**config.mk**
```make
export PLATFORM = sky130hd
export DESIGN_NAME = elh_queue
export DESIGN_NICKNAME = d
export VERILOG_FILES = /design/src/hdl/elh_pkg.sv /design/src/hdl/elh_queue.sv
export SDC_FILE = /design/constraint.sdc
export NUM_CORES = 1
export LEC_CHECK = 0
export BUFFER_PORTS_ARGS = -buffer_cell sky130_fd_sc_hd__buf_2
export CAP_MARGIN = 20
export CORE_AREA = 2 2 429 431
export DETAILED_ROUTE_END_ITERATION = 10
export DIE_AREA = 0 0 431 433
export PLACE_DENSITY_LB_ADDON = 0.12
export SETUP_SLACK_MARGIN = 0.3
export SLEW_MARGIN = 20
export SYNTH_ARGS = -nofsm -noshare
export SYNTH_HDL_FRONTEND = slang
export SYNTH_SLANG_ARGS = --single-unit
```
**constraint.sdc**
```tcl
create_clock -name i_clk -period 50.1 [get_ports i_clk]
set_input_delay 5.01 -clock i_clk [delete_from_list [all_inputs] [get_ports i_clk]]
set_output_delay 5.01 -clock i_clk [all_outputs]
set_load 0.1 [all_outputs]
```
**src/hdl/elh_pkg.sv**
```systemverilog
// shared types, constants and the triplet order table of the edge hessian block
`timescale 1ns / 1ps

package elh_pkg;

    localparam int MAX_VERTICES = 65536;
    localparam int VTX_W        = 17;
    localparam int COORD_W      = 32;
    localparam int LEN_W        = 31;
    localparam int IDX_W        = 18;
    localparam int VAL_W        = 64;
    localparam int D_W          = COORD_W + 1;
    localparam int PROD_W       = 2 * D_W;
    localparam int ACC_W        = 72;
    localparam int TRIPLETS     = 36;
    localparam int K_W          = 6;
    localparam int SLOTS        = 6;
    localparam int KINDS        = 6;
    localparam int AXES         = 3;
    localparam int MUL_STEPS    = 7;
    localparam int STEP_W       = 4;
    localparam int QUEUE_DEPTH  = 2;

    // front sequencer steps
    localparam logic [STEP_W-1:0] STEP_LL   = 4'd0;
    localparam logic [STEP_W-1:0] STEP_XX   = 4'd1;
    localparam logic [STEP_W-1:0] STEP_YY   = 4'd2;
    localparam logic [STEP_W-1:0] STEP_ZZ   = 4'd3;
    localparam logic [STEP_W-1:0] STEP_XY   = 4'd4;
    localparam logic [STEP_W-1:0] STEP_XZ   = 4'd5;
    localparam logic [STEP_W-1:0] STEP_YZ   = 4'd6;
    localparam logic [STEP_W-1:0] STEP_DIAG = 4'd7;
    localparam logic [STEP_W-1:0] STEP_PUSH = 4'd8;

    // index slots
    localparam logic [2:0] SLOT_XI = 3'd0;
    localparam logic [2:0] SLOT_YI = 3'd1;
    localparam logic [2:0] SLOT_ZI = 3'd2;
    localparam logic [2:0] SLOT_XJ = 3'd3;
    localparam logic [2:0] SLOT_YJ = 3'd4;
    localparam logic [2:0] SLOT_ZJ = 3'd5;

    // value kinds
    localparam logic [2:0] KIND_XX = 3'd0;
    localparam logic [2:0] KIND_YY = 3'd1;
    localparam logic [2:0] KIND_ZZ = 3'd2;
    localparam logic [2:0] KIND_XY = 3'd3;
    localparam logic [2:0] KIND_XZ = 3'd4;
    localparam logic [2:0] KIND_YZ = 3'd5;

    localparam logic POS = 1'b0;
    localparam logic NEG = 1'b1;

    typedef struct packed {
        logic [VTX_W-1:0]          first_vertex;
        logic [VTX_W-1:0]          second_vertex;
        logic signed [COORD_W-1:0] first_x;
        logic signed [COORD_W-1:0] first_y;
        logic signed [COORD_W-1:0] first_z;
        logic signed [COORD_W-1:0] second_x;
        logic signed [COORD_W-1:0] second_y;
        logic signed [COORD_W-1:0] second_z;
        logic [LEN_W-1:0]          target_length;
        logic                      mesh_final_edge;
    } t_edge_in;

    typedef struct packed {
        logic [IDX_W-1:0]        row_index;
        logic [IDX_W-1:0]        col_index;
        logic signed [VAL_W-1:0] entry_value;
        logic                    last_of_edge;
        logic                    mesh_done;
    } t_trip_out;

    typedef struct packed {
        logic [KINDS-1:0][ACC_W-1:0] vals;
        logic [SLOTS-1:0][IDX_W-1:0] slot;
        logic                        fin;
    } t_qentry;

    typedef struct packed {
        logic full;
        logic empty;
    } t_qstat;

    typedef struct packed {
        logic [2:0] row_slot;
        logic [2:0] col_slot;
        logic [2:0] kind;
        logic       neg;
    } t_tab;

    function automatic t_tab tab_lookup(input logic [K_W-1:0] k);
        t_tab e;
        case (k)
            6'd0:    e = '{SLOT_XI, SLOT_XI, KIND_XX, POS};
            6'd1:    e = '{SLOT_XJ, SLOT_XJ, KIND_XX, POS};
            6'd2:    e = '{SLOT_YI, SLOT_YI, KIND_YY, POS};
            6'd3:    e = '{SLOT_YJ, SLOT_YJ, KIND_YY, POS};
            6'd4:    e = '{SLOT_ZI, SLOT_ZI, KIND_ZZ, POS};
            6'd5:    e = '{SLOT_ZJ, SLOT_ZJ, KIND_ZZ, POS};
            6'd6:    e = '{SLOT_XI, SLOT_YI, KIND_XY, POS};
            6'd7:    e = '{SLOT_YI, SLOT_XI, KIND_XY, POS};
            6'd8:    e = '{SLOT_ZI, SLOT_XI, KIND_XZ, POS};
            6'd9:    e = '{SLOT_XI, SLOT_ZI, KIND_XZ, POS};
            6'd10:   e = '{SLOT_YI, SLOT_ZI, KIND_YZ, POS};
            6'd11:   e = '{SLOT_ZI, SLOT_YI, KIND_YZ, POS};
            6'd12:   e = '{SLOT_XI, SLOT_XJ, KIND_XX, NEG};
            6'd13:   e = '{SLOT_XJ, SLOT_XI, KIND_XX, NEG};
            6'd14:   e = '{SLOT_YI, SLOT_YJ, KIND_YY, NEG};
            6'd15:   e = '{SLOT_YJ, SLOT_YI, KIND_YY, NEG};
            6'd16:   e = '{SLOT_ZI, SLOT_ZJ, KIND_ZZ, NEG};
            6'd17:   e = '{SLOT_ZJ, SLOT_ZI, KIND_ZZ, NEG};
            6'd18:   e = '{SLOT_XI, SLOT_YJ, KIND_XY, NEG};
            6'd19:   e = '{SLOT_YJ, SLOT_XI, KIND_XY, NEG};
            6'd20:   e = '{SLOT_ZJ, SLOT_XI, KIND_XZ, NEG};
            6'd21:   e = '{SLOT_XI, SLOT_ZJ, KIND_XZ, NEG};
            6'd22:   e = '{SLOT_YI, SLOT_XJ, KIND_XY, NEG};
            6'd23:   e = '{SLOT_XJ, SLOT_YI, KIND_XY, NEG};
            6'd24:   e = '{SLOT_YI, SLOT_ZJ, KIND_YZ, NEG};
            6'd25:   e = '{SLOT_ZJ, SLOT_YI, KIND_YZ, NEG};
            6'd26:   e = '{SLOT_XJ, SLOT_ZI, KIND_XZ, NEG};
            6'd27:   e = '{SLOT_ZI, SLOT_XJ, KIND_XZ, NEG};
            6'd28:   e = '{SLOT_YJ, SLOT_ZI, KIND_YZ, NEG};
            6'd29:   e = '{SLOT_ZI, SLOT_YJ, KIND_YZ, NEG};
            6'd30:   e = '{SLOT_XJ, SLOT_YJ, KIND_XY, POS};
            6'd31:   e = '{SLOT_YJ, SLOT_XJ, KIND_XY, POS};
            6'd32:   e = '{SLOT_XJ, SLOT_ZJ, KIND_XZ, POS};
            6'd33:   e = '{SLOT_ZJ, SLOT_XJ, KIND_XZ, POS};
            6'd34:   e = '{SLOT_ZJ, SLOT_YJ, KIND_YZ, POS};
            6'd35:   e = '{SLOT_YJ, SLOT_ZJ, KIND_YZ, POS};
            default: e = '{SLOT_XI, SLOT_XI, KIND_XX, POS};
        endcase
        return e;
    endfunction

endpackage

```
**src/hdl/elh_queue.sv**
```systemverilog
// two-entry queue between the front and the back part
`timescale 1ns / 1ps

module elh_queue (
    input  logic             i_clk,
    input  logic             i_rst_n,
    input  logic             i_push,
    input  elh_pkg::t_qentry i_push_data,
    input  logic             i_pop,
    output elh_pkg::t_qentry o_pop_data,
    output elh_pkg::t_qstat  o_qstat
);
    import elh_pkg::*;

    t_qentry    r_mem [QUEUE_DEPTH];
    logic       r_wr_ptr;
    logic       r_rd_ptr;
    logic [1:0] r_count;

    always_ff @(posedge i_clk) begin
        if (!i_rst_n) begin
            r_wr_ptr <= 1'b0;
            r_rd_ptr <= 1'b0;
            r_count  <= '0;
        end else begin
            if (i_push) begin
                r_wr_ptr <= !r_wr_ptr;
            end
            if (i_pop) begin
                r_rd_ptr <= !r_rd_ptr;
            end
            if (i_push && !i_pop) begin
                r_count <= r_count + 2'd1;
            end else if (i_pop && !i_push) begin
                r_count <= r_count - 2'd1;
            end
        end
    end

    always_ff @(posedge i_clk) begin
        if (i_push) begin
            r_mem[r_wr_ptr] <= i_push_data;
        end
    end

    assign o_pop_data    = r_mem[r_rd_ptr];
    assign o_qstat.full  = (r_count == 2'(QUEUE_DEPTH));
    assign o_qstat.empty = (r_count == '0);

endmodule

```
* Word-level counts from Yosys, hierarchy flattened *
Memories as Yosys holds them, arrays and structs flattened. A register that Yosys moved wholly into a read port is not among the register bits.
Index checks and enable logic that the tools add are counted.

operators by class
  add/sub/neg operators = 2
  eq/ne operators = 1
  multiplexer cells = 6
  reductions and logical operators = 8

operators with widths
  kind                                                                 number
  1-bit zero test                                                      4
  1-bit two-way mux                                                    4
  2-bit two-way mux                                                    2
  2-bit by 1-bit adder with 2-bit output (second input constant)       1
  2-bit equality test (second input constant)                          1
  1-bit logical AND                                                    2
  2-bit zero test                                                      1
  2-bit nonzero test                                                   1
  2-bit by 1-bit subtractor with 2-bit output (second input constant)  1

storage, ports and cells
  register bits = 4
  bits in writable memories = 1082
  input port bits = 545
  output and inout port bits = 543
  logic and storage cells = 21
  memories kept = 1

memories
  memory  words  width  rd ports  clocked after memory_dff  wr ports  line             RTL
  r_mem   2      541    1         1                         1         elh_queue.sv:15  t_qentry r_mem [QUEUE_DEPTH];

* Logic depth before layout (Yosys ltp) *
  depth in word-level cells = 4
  depth in mapped cells = 5

* Worst setup path after synthesis *
OpenSTA, ideal clock, no wires.

  path type = input to register
  from = in i_push
  to = reg r_wr_ptr
  setup time = 0.168 ns
  data arrival time = 29.816 ns
  path slack = 20.116 ns
  cell stages on the path = 2
  cell sequence = nor2b_1 -> o21a_1

RTL lines
  item                    line             RTL
  start: declaration      elh_queue.sv:7   input logic i_push,
  end signal: assignment  elh_queue.sv:27  r_wr_ptr <= !r_wr_ptr;
  end: declaration        elh_queue.sv:16  logic r_wr_ptr;

==> results by stage <==
Logic synthesis:
- The share of the yosys chip area belonging to registers is 82.63%.
- The synthesized area divided by synthesized cell count is 23.13 µm².
- Summing every instance area after synthesis gives 39440 µm².
- The synthesized design contains 1087 register bits.
- The biggest area contributor in the post-synthesis netlist is edfxtp_1.
- Synthesis produced a netlist whose cell count is 1705.
- The top-area cell type share of the netlist area is 82.37%.
- Yosys attributes the largest share of cell area to edfxtp_1, mux2_2, buf_6, dfxtp_1, and2_1.
- The number of distinct library cell variants in the gate-level netlist after synthesis is 16.
- When the netlist entered floorplanning its net count stood at 2251.
- For this run, the number of Yosys warnings is 0.

Finish:
- The top cell types in the final layout, fill and taps aside, are buf_2, edfxtp_1, mux2_2.
- Counting the fill cells in the layout gives 18330.
- Once layout is complete, the utilization of the core stands at 28.30%.
- The most frequent standard cell in the layout excluding fill and tap cells is buf_2.
- Cells with a size suffix above 1 make up 61.12% of the layout.
- The relative area change from synthesis to final layout is 30.66%.
- In the final design database the tool counted 3437 nets.

Detailed routing:
- The total detailed-routing wirelength is 124300 µm.
- The first routing iteration left 1088 violations.
- Before antenna repair, the detailed router went through 5 iterations.
- The vias per cell is 3.912.
- In the routed design, unresolved DRC markers number 0.
- The final route contains 21110 vias.
- The count of nets left with antenna violations once routing finished came out at 0.
- Dividing the detail-routed wire length by the instance count gives 23.04 µm.

Worst setup path:
- The critical path capture point type is an output port.
- STA classifies the critical path startpoint as a register.
- The required time of the worst setup path is 45.09 ns.
- The number of cells traversed by the worst register-to-register path is 5.
- The kind of cell with the highest combined delay along the critical path is buffers and inverters.
- The arrival time at the worst endpoint is 5.83 ns.
- The signal on the critical path passes through buf_4, buf_4, buf_4, buf_4, mux2_2, buf_2.
- Counting both buffers and inverters, the worst setup path holds a total of 5.
- The path type of the worst setup path is reg2out.
- The cell with the biggest individual delay on the critical path is buf_4.
- On the worst path, the slowest cell contributes a delay of 0.92 ns.
- The capture instance of the worst register-to-register path is r_mem[0][318].
- In this run the register-to-register setup slack is 45.43 ns.
- Among the stages of the critical path, the cell type that occurs most often is buf_4.
- The worst register-to-register path begins at r_wr_ptr.
- The peak fanout along the critical path is 72.

Timing:
- The number of endpoints with negative hold slack in the final report is 0.
- The share of the clock period used by the worst path is 21.63%.
- The final period demand of the worst path is 10.84 ns.
- The final-report max-slew violation count is 0.
- The number of endpoints failing setup at the final stage is 0.
- The relative max-transition margin is 28.93%.
- Static timing analysis puts the maximum clock frequency at 92.28 MHz.
- The actual slew at the worst max-slew pin is 1.066 ns.
- Setup repair after global routing left no endpoint under its margin.
- Across the routed clock network, the largest skew measured is 0.03355 ns.
- Setup total negative slack on the finished layout was measured at 0 ns.

Clock tree:
- The maximum root-to-sink buffer count is 3.
- The hold-fix buffer count after cts is 0.
- The level count of the clock H-tree is 4.
- The clock root buffer is clkbuf_16.
- The post-cts repair resize count is 0.
- The number of setup buffers added after CTS is 0.
- The clock reaches the later pin of the worst-skew pair after 0.77 ns.
- The clock buffer count from CTS is 131.
- The number of clock sinks is 1087.
- After clock tree synthesis, the clock-pin slew on the worst setup and hold paths is 0.05 ns.
- The CTS tree is built.

Global route:
- The first global-routing pass estimated 168700 µm of wire.
- The number of antenna violations at the first check in global routing is 96.
- The global-route usage over all layers is 12.76%.
- After global routing the overflow that remains totals 0.
- Entering global routing, the biggest net connects 142 pins.
- The via count of the first global-routing pass is 22410.

Run:
- The reported max-cap violation count is 0.

Placement:
- The detailed placer's ending HPWL is 90880 µm.
- The final weighted congestion in routability-driven placement is 0.8370.
- Port buffering added 1087 buffers.

Power:
- For this design the ratio of total power to cell area is 48.13 nW/µm².
- For this design the static power due to leakage is 18.64 nW.
- Across the VDD grid, the largest voltage drop is 0.03051 mV.

Run status:
- The run finished with clean final reports.

Die:
- The overall die height is 433 µm.
- From left edge to right edge, the die measures 431 µm.
- The floorplan die area is 186600 µm².
- The initial utilization of the core area, before any placement, comes to 21.66%.
- Row generation in the floorplan step produced 157 rows.
- Pin placement for this block handled 1088 I/O pins.
- The area inside the core boundary is 182100 µm².

Worst hold path:
- The min-delay analysis places its worst path in the category reg2reg.
- The cell depth of the worst min-delay path is 2.
- The startpoint of the tightest hold check path is r_count[1].
- The worst hold path terminates at r_count[1].
layout make-up:
cell class              count  area [µm²]  area share, %
clock buffers             170        3446          6.686
clock inverters            63       570.5          1.107
diodes                     19       47.55        0.09226
inverters                   1       3.754       0.007283
multi-input cells         557        6215          12.06
flip-flops and latches   1087       32600          63.25
repair buffers           1113        5675          11.01
well taps                2385        2984          5.790
worst register-to-register path: cells and delay by family (launching register included):
| family | cells | cell delay, ns |
|---|---|---|
| buf+inv | 4 | 3.23 |
| simple gates | 1 | 0.67 |
| flops | 1 | 0.33 |
power by group:
group	internal (W)	leakage [nW]	total [W]	switching, W
logic	0.0000921	6.50	0.000528	0.000436
registers	0.00105	10.2	0.00106	0.0000114
clock network	0.000510	1.95	0.000888	0.000377
total	0.00166	18.6	0.00248	0.000825
cell usage after synthesis:
| library cell | count |
|---|---|
| a21boi_0 | 1 |
| or3_1 | 1 |
| xnor2_1 | 1 |
| and2_1 | 4 |
| o21ai_0 | 1 |
| dfxtp_1 | 5 |
| mux2_2 | 541 |
| nor2_1 | 1 |
| inv_1 | 1 |
| buf_2 | 5 |
| buf_6 | 55 |
| ha_1 | 1 |
| edfxtp_1 | 1082 |
| nor2b_1 | 3 |
| xor2_1 | 2 |
| o21a_1 | 1 |
cells by family (layout without fill, tap and decap cells):
kind of cell               Yosys count  after routing  synth area share, %
DFF                               1087           1087                82.63
xor gates and xnor gates             3              3              0.06663
muxes                              541            541                15.44
buffers and inverters               61           1347                1.643
adders and majority gates            1              1              0.03172
AOI/OAI and AO/OA                    3              3              0.05076
other                                0             19                    0
and+or+nand+nor                      9              9               0.1364
worst max path at each step:
stage                       to  slack (ns)  cells past startpoint
2_1_floorplan         r_wr_ptr       20.12                      2
3_3_place_gp   o_pop_data[306]       40.06                      6
3_5_place_dp   o_pop_data[294]       39.87                      6
4_1_cts        o_pop_data[294]       39.00                      6
5_1_grt        o_pop_data[305]       38.76                      6
6_report       o_pop_data[312]       39.26                      6
state kept, by name (all words and copies together), names as in the netlist, named ones only:
signal / cells
r_count: 2
r_wr_ptr: 1
r_rd_ptr: 1
r_mem: 1082
layer usage:
metal | wire length [µm] | track usage, % | vias up | part of all wire, %
li1 | - | - | 9282 | -
met1 | 44640 | 13.30 | 10610 | 36
met2 | 64190 | 22.41 | 818 | 52
met3 | 9201 | 4.750 | 347 | 7.4
met4 | 5888 | 6.460 | 54 | 4.7
met5 | 372 | 0.2082 | - | 0.30
through the flow:
step	cells	hold WS (ns)	total power [W]	setup slack [ns]	instance area (µm²)
floorplan	1705	0.4729	0.001543	20.12	39440
global placement	5142	0.5269	0.001614	40.06	47440
detailed placement	5142	0.5518	0.001617	39.87	47440
CTS	5375	0.5608	0.002526	39.00	51460
global route	5392	0.5774	0.002569	38.76	51530
finish	5395	0.5424	0.002481	39.26	51540
Note: power is estimated with default switching activity, not from simulation.
