### src/hdl/elh_pkg.sv
// shared types, constants and the triplet order table of the edge hessian block
`timescale 1ns / 1ps

package elh_pkg;

    localparam int MAX_VERTICES = 65536;
    localparam int VTX_W        = 17;
    localparam int COORD_W      = 32;
    localparam int LEN_W        = 31;
    localparam int IDX_W        = 18;
    localparam int VAL_W        = 64;
    localparam int D_W          = COORD_W + 1;
    localparam int PROD_W       = 2 * D_W;
    localparam int ACC_W        = 72;
    localparam int TRIPLETS     = 36;
    localparam int K_W          = 6;
    localparam int SLOTS        = 6;
    localparam int KINDS        = 6;
    localparam int AXES         = 3;
    localparam int MUL_STEPS    = 7;
    localparam int STEP_W       = 4;
    localparam int QUEUE_DEPTH  = 2;

    // front sequencer steps
    localparam logic [STEP_W-1:0] STEP_LL   = 4'd0;
    localparam logic [STEP_W-1:0] STEP_XX   = 4'd1;
    localparam logic [STEP_W-1:0] STEP_YY   = 4'd2;
    localparam logic [STEP_W-1:0] STEP_ZZ   = 4'd3;
    localparam logic [STEP_W-1:0] STEP_XY   = 4'd4;
    localparam logic [STEP_W-1:0] STEP_XZ   = 4'd5;
    localparam logic [STEP_W-1:0] STEP_YZ   = 4'd6;
    localparam logic [STEP_W-1:0] STEP_DIAG = 4'd7;
    localparam logic [STEP_W-1:0] STEP_PUSH = 4'd8;

    // index slots
    localparam logic [2:0] SLOT_XI = 3'd0;
    localparam logic [2:0] SLOT_YI = 3'd1;
    localparam logic [2:0] SLOT_ZI = 3'd2;
    localparam logic [2:0] SLOT_XJ = 3'd3;
    localparam logic [2:0] SLOT_YJ = 3'd4;
    localparam logic [2:0] SLOT_ZJ = 3'd5;

    // value kinds
    localparam logic [2:0] KIND_XX = 3'd0;
    localparam logic [2:0] KIND_YY = 3'd1;
    localparam logic [2:0] KIND_ZZ = 3'd2;
    localparam logic [2:0] KIND_XY = 3'd3;
    localparam logic [2:0] KIND_XZ = 3'd4;
    localparam logic [2:0] KIND_YZ = 3'd5;

    localparam logic POS = 1'b0;
    localparam logic NEG = 1'b1;

    typedef struct packed {
        logic [VTX_W-1:0]          first_vertex;
        logic [VTX_W-1:0]          second_vertex;
        logic signed [COORD_W-1:0] first_x;
        logic signed [COORD_W-1:0] first_y;
        logic signed [COORD_W-1:0] first_z;
        logic signed [COORD_W-1:0] second_x;
        logic signed [COORD_W-1:0] second_y;
        logic signed [COORD_W-1:0] second_z;
        logic [LEN_W-1:0]          target_length;
        logic                      mesh_final_edge;
    } t_edge_in;

    typedef struct packed {
        logic [IDX_W-1:0]        row_index;
        logic [IDX_W-1:0]        col_index;
        logic signed [VAL_W-1:0] entry_value;
        logic                    last_of_edge;
        logic                    mesh_done;
    } t_trip_out;

    typedef struct packed {
        logic [KINDS-1:0][ACC_W-1:0] vals;
        logic [SLOTS-1:0][IDX_W-1:0] slot;
        logic                        fin;
    } t_qentry;

    typedef struct packed {
        logic full;
        logic empty;
    } t_qstat;

    typedef struct packed {
        logic [2:0] row_slot;
        logic [2:0] col_slot;
        logic [2:0] kind;
        logic       neg;
    } t_tab;

    function automatic t_tab tab_lookup(input logic [K_W-1:0] k);
        t_tab e;
        case (k)
            6'd0:    e = '{SLOT_XI, SLOT_XI, KIND_XX, POS};
            6'd1:    e = '{SLOT_XJ, SLOT_XJ, KIND_XX, POS};
            6'd2:    e = '{SLOT_YI, SLOT_YI, KIND_YY, POS};
            6'd3:    e = '{SLOT_YJ, SLOT_YJ, KIND_YY, POS};
            6'd4:    e = '{SLOT_ZI, SLOT_ZI, KIND_ZZ, POS};
            6'd5:    e = '{SLOT_ZJ, SLOT_ZJ, KIND_ZZ, POS};
            6'd6:    e = '{SLOT_XI, SLOT_YI, KIND_XY, POS};
            6'd7:    e = '{SLOT_YI, SLOT_XI, KIND_XY, POS};
            6'd8:    e = '{SLOT_ZI, SLOT_XI, KIND_XZ, POS};
            6'd9:    e = '{SLOT_XI, SLOT_ZI, KIND_XZ, POS};
            6'd10:   e = '{SLOT_YI, SLOT_ZI, KIND_YZ, POS};
            6'd11:   e = '{SLOT_ZI, SLOT_YI, KIND_YZ, POS};
            6'd12:   e = '{SLOT_XI, SLOT_XJ, KIND_XX, NEG};
            6'd13:   e = '{SLOT_XJ, SLOT_XI, KIND_XX, NEG};
            6'd14:   e = '{SLOT_YI, SLOT_YJ, KIND_YY, NEG};
            6'd15:   e = '{SLOT_YJ, SLOT_YI, KIND_YY, NEG};
            6'd16:   e = '{SLOT_ZI, SLOT_ZJ, KIND_ZZ, NEG};
            6'd17:   e = '{SLOT_ZJ, SLOT_ZI, KIND_ZZ, NEG};
            6'd18:   e = '{SLOT_XI, SLOT_YJ, KIND_XY, NEG};
            6'd19:   e = '{SLOT_YJ, SLOT_XI, KIND_XY, NEG};
            6'd20:   e = '{SLOT_ZJ, SLOT_XI, KIND_XZ, NEG};
            6'd21:   e = '{SLOT_XI, SLOT_ZJ, KIND_XZ, NEG};
            6'd22:   e = '{SLOT_YI, SLOT_XJ, KIND_XY, NEG};
            6'd23:   e = '{SLOT_XJ, SLOT_YI, KIND_XY, NEG};
            6'd24:   e = '{SLOT_YI, SLOT_ZJ, KIND_YZ, NEG};
            6'd25:   e = '{SLOT_ZJ, SLOT_YI, KIND_YZ, NEG};
            6'd26:   e = '{SLOT_XJ, SLOT_ZI, KIND_XZ, NEG};
            6'd27:   e = '{SLOT_ZI, SLOT_XJ, KIND_XZ, NEG};
            6'd28:   e = '{SLOT_YJ, SLOT_ZI, KIND_YZ, NEG};
            6'd29:   e = '{SLOT_ZI, SLOT_YJ, KIND_YZ, NEG};
            6'd30:   e = '{SLOT_XJ, SLOT_YJ, KIND_XY, POS};
            6'd31:   e = '{SLOT_YJ, SLOT_XJ, KIND_XY, POS};
            6'd32:   e = '{SLOT_XJ, SLOT_ZJ, KIND_XZ, POS};
            6'd33:   e = '{SLOT_ZJ, SLOT_XJ, KIND_XZ, POS};
            6'd34:   e = '{SLOT_ZJ, SLOT_YJ, KIND_YZ, POS};
            6'd35:   e = '{SLOT_YJ, SLOT_ZJ, KIND_YZ, POS};
            default: e = '{SLOT_XI, SLOT_XI, KIND_XX, POS};
        endcase
        return e;
    endfunction

endpackage

### src/hdl/elh_back.sv
// back part: walks the fixed triplet order and drives the output register
`timescale 1ns / 1ps

module elh_back (
    input  logic               i_clk,
    input  logic               i_rst_n,
    input  elh_pkg::t_qstat    i_qstat,
    input  elh_pkg::t_qentry   i_pop_data,
    output logic               o_pop,
    output logic               o_out_valid,
    input  logic               i_out_stall,
    output elh_pkg::t_trip_out o_out_data
);
    import elh_pkg::*;

    t_qentry   r_cur;
    logic      r_cur_valid;
    logic [K_W-1:0] r_k;
    logic      r_out_valid;
    t_trip_out r_out;

    t_tab                    w_e;
    logic signed [ACC_W-1:0] w_v;
    logic signed [ACC_W-1:0] w_vs;
    logic signed [VAL_W-1:0] w_sat;
    logic                    w_emit;
    logic                    w_last;

    assign w_e    = tab_lookup(r_k);
    assign w_last = (r_k == K_W'(TRIPLETS - 1));
    assign w_emit = r_cur_valid && (!r_out_valid || !i_out_stall);
    assign o_pop  = !i_qstat.empty && (!r_cur_valid || (w_emit && w_last));

    always_comb begin
        w_v  = $signed(r_cur.vals[w_e.kind]);
        w_vs = w_e.neg ? -w_v : w_v;
        // saturate to the signed 64-bit range
        if (&w_vs[ACC_W-1:VAL_W-1] || ~|w_vs[ACC_W-1:VAL_W-1]) begin
            w_sat = w_vs[VAL_W-1:0];
        end else if (w_vs[ACC_W-1]) begin
            w_sat = {1'b1, {(VAL_W-1){1'b0}}};
        end else begin
            w_sat = {1'b0, {(VAL_W-1){1'b1}}};
        end
    end

    always_ff @(posedge i_clk) begin
        if (!i_rst_n) begin
            r_cur_valid <= 1'b0;
            r_k         <= '0;
            r_out_valid <= 1'b0;
        end else begin
            if (w_emit) begin
                r_out_valid <= 1'b1;
                r_k         <= w_last ? '0 : r_k + K_W'(1);
            end else if (!i_out_stall) begin
                r_out_valid <= 1'b0;
            end
            if (o_pop) begin
                r_cur_valid <= 1'b1;
            end else if (w_emit && w_last) begin
                r_cur_valid <= 1'b0;
            end
        end
    end

    always_ff @(posedge i_clk) begin
        if (o_pop) begin
            r_cur <= i_pop_data;
        end
        if (w_emit) begin
            r_out.row_index    <= r_cur.slot[w_e.row_slot];
            r_out.col_index    <= r_cur.slot[w_e.col_slot];
            r_out.entry_value  <= w_sat;
            r_out.last_of_edge <= w_last;
            r_out.mesh_done    <= w_last && r_cur.fin;
        end
    end

    assign o_out_valid = r_out_valid;
    assign o_out_data  = r_out;

endmodule

### config.mk
export PLATFORM = sky130hd
export DESIGN_NAME = elh_back
export DESIGN_NICKNAME = d
export VERILOG_FILES = /design/src/hdl/elh_pkg.sv /design/src/hdl/elh_back.sv
export SDC_FILE = /design/constraint.sdc
export NUM_CORES = 1
export LEC_CHECK = 0
export ABC_AREA = 1
export BUFFER_PORTS_ARGS = -buffer_cell sky130_fd_sc_hd__buf_2
export CAP_MARGIN = 30
export CELL_PAD_IN_SITES_DETAIL_PLACEMENT = 1
export CELL_PAD_IN_SITES_GLOBAL_PLACEMENT = 2
export CORE_ASPECT_RATIO = 1.1
export CORE_MARGIN = 5
export CORE_UTILIZATION = 31
export CTS_BUF_LIST = sky130_fd_sc_hd__clkbuf_8 sky130_fd_sc_hd__clkbuf_16
export DETAILED_ROUTE_END_ITERATION = 12
export PLACE_DENSITY_LB_ADDON = 0.08
export SYNTH_ARGS = -nofsm -noshare
export SYNTH_HDL_FRONTEND = slang
export SYNTH_SLANG_ARGS = --single-unit
### constraint.sdc
create_clock -name i_clk -period 32.8 [get_ports i_clk]
set_clock_uncertainty 0.05 [all_clocks]
set_input_delay 4.92 -clock i_clk [delete_from_list [all_inputs] [get_ports i_clk]]
set_output_delay 4.92 -clock i_clk [all_outputs]
set_load 0.02 [all_outputs]
Yosys cells after proc, flatten, opt, wreduce, memory -nomap -nowiden
Memories as Yosys holds them, arrays and structs flattened. A register that Yosys moved wholly into a read port is not among the register bits.
Index checks and enable logic that the tools add are counted.
- memory bits (read-only): 640
- memories: 1
- input port bits: 546
- register bits after elaboration: 651
- memory list (memory ; depth ; bits a word ; read ports ; clocked after Yosys merged registers in ; write ports ; RTL line ; source):
    (name not given) ; 64 ; 10 ; 1 ; 1 ; 0 ; elh_pkg.sv:95 ; case (k)
- reduce and logical (&&, ||, !) cells: 15
- $add $sub $neg: 2
- muxes and demuxes: 16
- magnitude comparators: 3
- equal/unequal tests: 2
- operator list (operator ; number):
    binary-select mux 72 bit (select 3 bit) ; 1
    two-way mux 72 bit ; 2
    two-way mux 64 bit ; 2
    binary-select mux 18 bit (select 3 bit) ; 2
    negator 72 bit ; 1
    two-way mux 18 bit ; 2
    two-way mux 6 bit ; 3
    < comparator 3 x 4 -> 1 bit, second input constant ; 3
    AND reduction 9 bit ; 1
    OR reduction 9 bit ; 1
    adder 6 x 1 -> 6 bit, second input constant ; 1
    equality test 6 bit, second input constant ; 1
    logical NOT 1 bit ; 5
    logical AND 1 bit ; 4
    two-way mux 1 bit ; 4
    logical OR 1 bit ; 3
    != test 2 x 1 -> 1 bit, second input constant ; 1
    nonzero test 2 bit ; 1

Depth between registers and ports, before layout
Gate-level depths: netlist of the first run.
- depth in word-level cells: 8
- mapped depth: 28
- depth with buffers taken out: 24

Worst setup path after synthesis of the first run
Ideal clock, no wire load.
- kind: input-to-output
- from: input port i_out_stall
- to: output port o_pop
- path buffers: 0
- cell stages on the path: 5
- data arrival time: 28097 ps
- required time: 27830 ps
- slack: -267 ps
- cells stage by stage: nand2_1 > nand2_1 > nor2_1 > nor2_1 > nor2_1
- longest elaborated chain between the ends: 6
- RTL lines (what ; RTL line ; source):
    start: declaration ; elh_back.sv:11 ; input logic i_out_stall,
    logical NOT 1 bit ; n/a ;
    logical OR 1 bit ; elh_back.sv:31 ; assign w_emit = r_cur_valid && (!r_out_valid || !i_out_stall);
    logical AND 1 bit ; elh_back.sv:31 ;
    logical AND 1 bit ; elh_back.sv:32 ; assign o_pop = !i_qstat.empty && (!r_cur_valid || (w_emit && w_last));
    logical OR 1 bit ; elh_back.sv:32 ;
    logical AND 1 bit ; elh_back.sv:32 ;
    end: declaration ; elh_back.sv:9 ; output logic o_pop,
No other way between the ends.

Worst setup path in the final report of the first run
Ends and elaborated chain as after synthesis.

==> impl_metrics.ini, run 1 <==
[pwr]
power_frac_comb_pct = 14.1
p_int_mw = 1.58
clkPwrFrac_pct = 38.7
power_density_mw_per_mm2 = 58.3
seqPwrFrac_pct = 47.2
p_sw_share_pct = 27.1
net-switching-power_mw = 0.586
ir_drop_v = 0.0000412
p_leak_nw = 15.9

[cts]
cts_made_buffers = 78
postCtsResizedCells = 0
ctsHoldBuffers = 0
clkSlewWorstSetupHoldPaths_ps = 60
root_buffer = clkbuf_16
cts_sinks = 661
htree_levels = 3
postCtsSetupBuffers = 0
cts_tree = yes
clock_latency_ps = 640
cts_buffer_depth = 3

[detailed_routing]
first_iter_violations = 1395
drtPass1Iterations = 4
ant_nets = 0
totalWireLength_um = 111000
via_count = 23600
drcViolationCount = 0
vias_per_cell = 4.68
drt-wirelength-per-cell_um = 22.0

[floorplanning]
die_area_mm2 = 0.104
die_x_um = 307
fp.dieH_um = 337
initial_utilization_pct = 31.1
core_area_mm2 = 0.0970
num_rows = 120
ios = 650

[place]
routabilityCongestion = 0.847
io_buffers = 648
place.detailed.hpwl_um = 82200
postPlaceCellArea_mm2 = 0.0346

[worst_setup_path]
cp_max_fo = 5
r2r_setup_slack_ps = 26800
path_class = primary input to output port
crit_arrival_ps = 6000
regToRegStartpoint = w_e[1]
reg2reg_depth = 22
end_kind = output port
cp-start-kind = primary input
crit_required_ps = 27830
timing.rr.end = o_out_data[29]

[timing]
drv_slew = 0
setup_tns_ps = 0
timing.final.crit_share_pct = 33.5
setup_viol = 0
rsz0062_at_grt = no
fin_crit_ps = 10970
tightest_slew_ps = 961
fmax_mhz = 91.1
slew_headroom_pct = 36.0
final_hold_viol_count = 0

[yosys]
syn_avg_cell_area_um2 = 9.86
yosys.area_share.simple_pct = 18.8
synth.yosys.seq_area_share_pct = 65.3
synth_nets = 3609
synth_edf_count = 643
synthMuxAreaShare_pct = 0
async_reset_ff_share_pct = 0
ys.flop_type = edfxtp_1
synth-compound-area-share_pct = 7.19
synthCells = 3057
netlist_area_mm2 = 0.0301
ys_types = 49
synthAdderAreaFrac_pct = 0.249
synth_xor_area_share_pct = 1.89
yosys_warnings = 0
synth_top_family_by_area = simple AND/OR/NAND/NOR gates
ys_seq_elements = 661

[global_routing]
grt.overflow.total = 0
grt_pass1_vias = 25100
grt_pass1_wl_um = 160000
gr-usage-all-layers_pct = 20.7
antenna_found_initial = 44
grt_max_degree = 158

[layout]
num-nets-final = 4236
seqCellArea_mm2 = 0.0197
fin_area_mm2 = 0.0371
multiInputGateArea_mm2 = 0.00849
n_fill_cell = 11200
area_growth_pct = 23.2
final_cell_mix = nand2_1, buf_2, edfxtp_1
final_common_cell = nand2_1
drive_gt1_share_pct = 21.9

[hold_path]
hp-start = r_cur_valid
holdPathEnd = o_out_valid
hold_path_class = register to register
hold_depth = 2

[status]
status = completed

[job]
drv_cap = 0
area by class of cell:
class | instances | area share [%]
clock inverter | 58 | 1.17
antenna | 26 | 0.175
clock buffer | 80 | 5.39
timing repair buffer | 681 | 9.61
multi-input combinational | 1924 | 22.9
sequential | 661 | 53.0
inverter | 338 | 3.45
tap | 1281 | 4.32
cells by family after synthesis:
group                    Yosys count
XOR/XNOR                          65
AND/OR/NAND/NOR                 1436
adder cells (fa/ha/maj)            6
flip-flops                       661
AO/OA/AOI/OAI                    417
buffers and inverters            472
through the flow:
| stage | instances | total power, mW | setup slack, ps | hold slack (ps) | util [%] |
|---|---|---|---|---|---|
| finish | 5049 | 2.17 | 21830 | 448 | 38.3 |
| global route | 5039 | 2.27 | 21730 | 487 | 38.2 |
| CTS | 5021 | 2.20 | 21830 | 443 | 38.1 |
| detailed placement | 4883 | 1.35 | 21830 | 442 | 35.6 |
| global placement | 4881 | 1.35 | 21810 | 443 | 35.6 |
| floorplan | 3057 | 1.24 | 8730 | 414 | - |
critical path: stages:
cell     delay [ps]
buf_2            90
nand2_1         100
nand2_1         170
nor2_1          180
nor2_1          100
nor2_4          210
buf_2           220
power by group through the flow:
stage               Combinational [mW]  Sequential (mW)  Clock (mW)
global route                     0.343             1.03       0.905
CTS                              0.313             1.02       0.868
finish                           0.306             1.02       0.838
global placement                 0.307             1.04           0
detailed placement               0.312             1.04           0
floorplan                        0.165             1.07           0
synthesized netlist by cell type (all sizes together) (2+ instances only):
library cell  instances  area share [%]
edfxtp              643              64
dfxtp                18             1.2
a31oi                 4           0.083
o22ai                 2           0.042
nand3               137             2.3
a21boi                3           0.087
buf                  80             1.7
nor2                434             5.4
nand4                14            0.29
a21oi                76             1.3
o211ai                5            0.12
xnor2                19            0.55
inv                 331             4.1
nor3                 12            0.20
ha                    6            0.25
xor2                 46             1.3
or2                   4           0.083
nand2               831              10
o21bai                2           0.050
o21ai               317             5.3
clkinv                7           0.087
clkbuf               54            0.67
worst max-delay path by stage:
| stage | startpoint | endpoint | slack, ps | depth (start not counted) |
|---|---|---|---|---|
| floorplan | i_out_stall | o_pop | 8730 | 5 |
| global placement | i_out_stall | o_pop | 21810 | 7 |
| detailed placement | i_out_stall | o_pop | 21830 | 7 |
| CTS | i_out_stall | o_pop | 21830 | 7 |
| global route | i_out_stall | o_pop | 21730 | 7 |
| finish | i_out_stall | o_pop | 21830 | 7 |
per-layer routing:
layer / GRT usage [%] / up-vias / routed length (um)
met5: 0 / - / 127
met4: 8.37 / 18 / 3980
met3: 5.03 / 176 / 6660
met2: 35.8 / 647 / 55000
met1: 24.8 / 11400 / 45100
li1: - / 11400 / -
registers in the layout, indices dropped and copies added (netlist names):
| name | count |
|---|---|
| o_out_data | 102 |
| r_k | 6 |
| r_cur_valid | 1 |
| r_cur | 541 |
| w_e | 10 |
| o_out_valid | 1 |
(Power assumes the default switching activity.)
==> run 2, diff against run 1 <==
--- a/config.mk
+++ b/config.mk
@@ -5,14 +5,14 @@
 export SDC_FILE = /design/constraint.sdc
 export NUM_CORES = 1
 export LEC_CHECK = 0
-export ABC_AREA = 1
+export ABC_AREA = 0
 export BUFFER_PORTS_ARGS = -buffer_cell sky130_fd_sc_hd__buf_2
 export CAP_MARGIN = 30
 export CELL_PAD_IN_SITES_DETAIL_PLACEMENT = 1
 export CELL_PAD_IN_SITES_GLOBAL_PLACEMENT = 2
 export CORE_ASPECT_RATIO = 1.1
 export CORE_MARGIN = 5
-export CORE_UTILIZATION = 31
+export CORE_UTILIZATION = 38
 export CTS_BUF_LIST = sky130_fd_sc_hd__clkbuf_8 sky130_fd_sc_hd__clkbuf_16
 export DETAILED_ROUTE_END_ITERATION = 12
 export PLACE_DENSITY_LB_ADDON = 0.08
==> constraint.sdc (replaced) <==
create_clock -name i_clk -period 11.3 [get_ports i_clk]
set_clock_uncertainty 0.05 [all_clocks]
set_input_delay 1.695 -clock i_clk [delete_from_list [all_inputs] [get_ports i_clk]]
set_output_delay 1.695 -clock i_clk [all_outputs]
set_load 0.02 [all_outputs]
==> impl_metrics.ini, run 2 <==
[yosys]
synthCells = 1866
ys_types = 83
synth.yosys.seq_area_share_pct = 68.6
synth_edf_count = 643
yosys_warnings = 0
ys_seq_elements = 661
synth.most_common_cell = edfxtp_1
async_reset_ff_share_pct = 0
syn_avg_cell_area_um2 = 15.4
ys_top_cells_by_count = edfxtp_1, mux2i_1, nor2_1, nand2_1, o22ai_1
synth_top_area_share_pct = 67.4
yosysTopAreaCell = edfxtp_1
netlist_area_mm2 = 0.0287
synth_nets = 2418
ys.flop_type = edfxtp_1
synthTopCellsByArea = edfxtp_1, mux2i_1, mux4_2

[worst_setup_path]
reg2reg_depth = 15
crit_buf_inv = 1
cpMaxStageDelayCell = dfxtp_4
path_class = register to register
cp-start-kind = register
end_kind = register
cpPeakStageDelay_ps = 810
timing.rr.end = o_out_data[19]
r2r_setup_slack_ps = 4660
regToRegStartpoint = w_e[2]
cp_max_fo = 63
path_cells = buf_4 -> mux2i_1 -> o22ai_1 -> a21oi_1 -> ha_1 -> o31ai_1 -> nor4_1 -> nand3_1 -> or4_4 -> nor3_4 -> nand2_1 -> o211ai_1 -> o211ai_1 -> o41a_4 -> o31ai_1
crit_arrival_ps = 7020
crit_required_ps = 11680
crit_family = compound AO/OA/AOI/OAI gates

[layout]
final_common_cell = buf_2
area_growth_pct = 23.4
largest_reg_flops = 541
fin_area_mm2 = 0.0354
num-nets-final = 3069
largest-register = r_cur
drive_gt1_share_pct = 36.2
final_cell_mix = buf_2, edfxtp_1, mux2i_1

[timing]
setup_viol = 0
tightest_slew_ps = 1060
fmax_mhz = 151
setup_tns_ps = 0
final_hold_viol_count = 0
rsz0062_at_grt = no
slew_headroom_pct = 29.5
drv_slew = 0
timing.final.crit_share_pct = 58.8
fin_crit_ps = 6640

[cts]
htree_levels = 3
postCtsSetupBuffers = 0
clkSlewWorstSetupHoldPaths_ps = 60
cts_buffer_depth = 3
cts_made_buffers = 75
ctsHoldBuffers = 0
clock_latency_ps = 610
cts_sinks = 661
root_buffer = clkbuf_16
cts_tree = yes
postCtsResizedCells = 0

[status]
status = completed

[pwr]
power_frac_comb_pct = 10.8
p_sw_share_pct = 24.2
power_density_mw_per_mm2 = 167
clkPwrFrac_pct = 39.8
ir_drop_v = 0.000116
p_leak_nw = 12.7
p_int_mw = 4.49
net-switching-power_mw = 1.43
seqPwrFrac_pct = 49.4

[floorplanning]
initial_utilization_pct = 38.3
die_x_um = 272
die_area_mm2 = 0.0810
num_rows = 105
ios = 650
core_area_mm2 = 0.0748
fp.dieH_um = 298

[detailed_routing]
drcViolationCount = 0
drt-wirelength-per-cell_um = 27.6
totalWireLength_um = 98600
drtPass1Iterations = 5
ant_nets = 0
via_count = 19100
vias_per_cell = 5.35
first_iter_violations = 1187

[place]
postPlaceCellArea_mm2 = 0.0329
io_buffers = 648
place.detailed.hpwl_um = 73400
routabilityCongestion = 0.837

[global_routing]
grt.overflow.total = 0
antenna_found_initial = 52
grt_pass1_vias = 20800
grt_max_degree = 133
grt_pass1_wl_um = 140000
gr-usage-all-layers_pct = 23.4

[hold_path]
hold_depth = 1
hold_path_class = register to register
hp-start = r_cur[0]
holdPathEnd = o_out_data[0]

[job]
drv_cap = 0
run 2: cell types whose count changed after synthesis, sizes merged, moves of 66 or more:
cell	previous run	this run
nor2	434	91
mux2	0	66
nand2	831	80
o21ai	317	116
mux2i	0	173
inv	331	49
nand3	137	31
o22ai	2	79
run 2: worst max-delay path by stage:
stage                            from              to  slack (ps)  depth (start not counted)
after detailed placement  i_out_stall      r_cur[518]        4530                          9
after global placement         w_e[2]   o_out_data[4]        4710                         15
after CTS                      w_e[2]  o_out_data[19]        4670                         15
final                          w_e[2]  o_out_data[19]        4660                         15
after floorplan           i_out_stall           o_pop       -3390                          3
after global routing           w_e[2]  o_out_data[19]        4290                         15
run 2: routing by layer:
layer | GRT usage (%) | routed length [um] | vias up
li1 | - | - | 8640
met1 | 29.1 | 39600 | 9590
met2 | 39.7 | 48900 | 649
met3 | 6.64 | 7310 | 160
met4 | 7.33 | 2530 | 40
met5 | 0 | 280 | -
run 2: logic make-up (layout without fill, tap and decap cells):
kind of cell | count (synthesis) | in the layout | share of synthesized area [%]
adders and majority gates | 6 | 6 | 0.262
DFF | 661 | 661 | 68.6
AOI/OAI and AO/OA | 359 | 359 | 7.92
buffers and inverters | 158 | 870 | 2.75
muxes | 289 | 289 | 12.6
xor gates and xnor gates | 77 | 77 | 2.35
and+or+nand+nor | 316 | 316 | 5.53
other | 0 | 27 | 0
run 2: metrics by stage:
stage / std cells / util [%] / total power [mW] / hold slack (ps) / setup WS (ps)
after global routing: 3557 / 47.3 / 6.15 / 496 / 4290
after detailed placement: 3400 / 44.0 / 3.62 / 474 / 4530
after floorplan: 1866 / - / 3.36 / 447 / -3390
final: 3568 / 47.3 / 5.92 / 484 / 4660
after global placement: 3398 / 43.9 / 3.60 / 458 / 4710
after CTS: 3538 / 47.1 / 5.99 / 485 / 4670
run 2: final cells by class:
| cell class | instances | area [um^2] |
|---|---|---|
| Tap cell | 963 | 1200 |
| Sequential cell | 661 | 19700 |
| Clock inverter | 56 | 384 |
| Fill cell | 7601 | 39400 |
| Multi-Input combinational cell | 1047 | 8270 |
| Clock buffer | 82 | 2000 |
| Inverter | 51 | 191 |
| Antenna cell | 27 | 67.6 |
| Timing Repair Buffer | 681 | 3580 |
run 2: power by group through the flow:
| stage | clock network [mW] | logic [mW] | registers (mW) |
|---|---|---|---|
| 3_3_place_gp | 0 | 0.630 | 2.97 |
| 4_1_cts | 2.42 | 0.643 | 2.93 |
| 3_5_place_dp | 0 | 0.641 | 2.98 |
| 6_report | 2.36 | 0.638 | 2.93 |
| 5_1_grt | 2.53 | 0.687 | 2.94 |
| 2_1_floorplan | 0 | 0.325 | 3.04 |
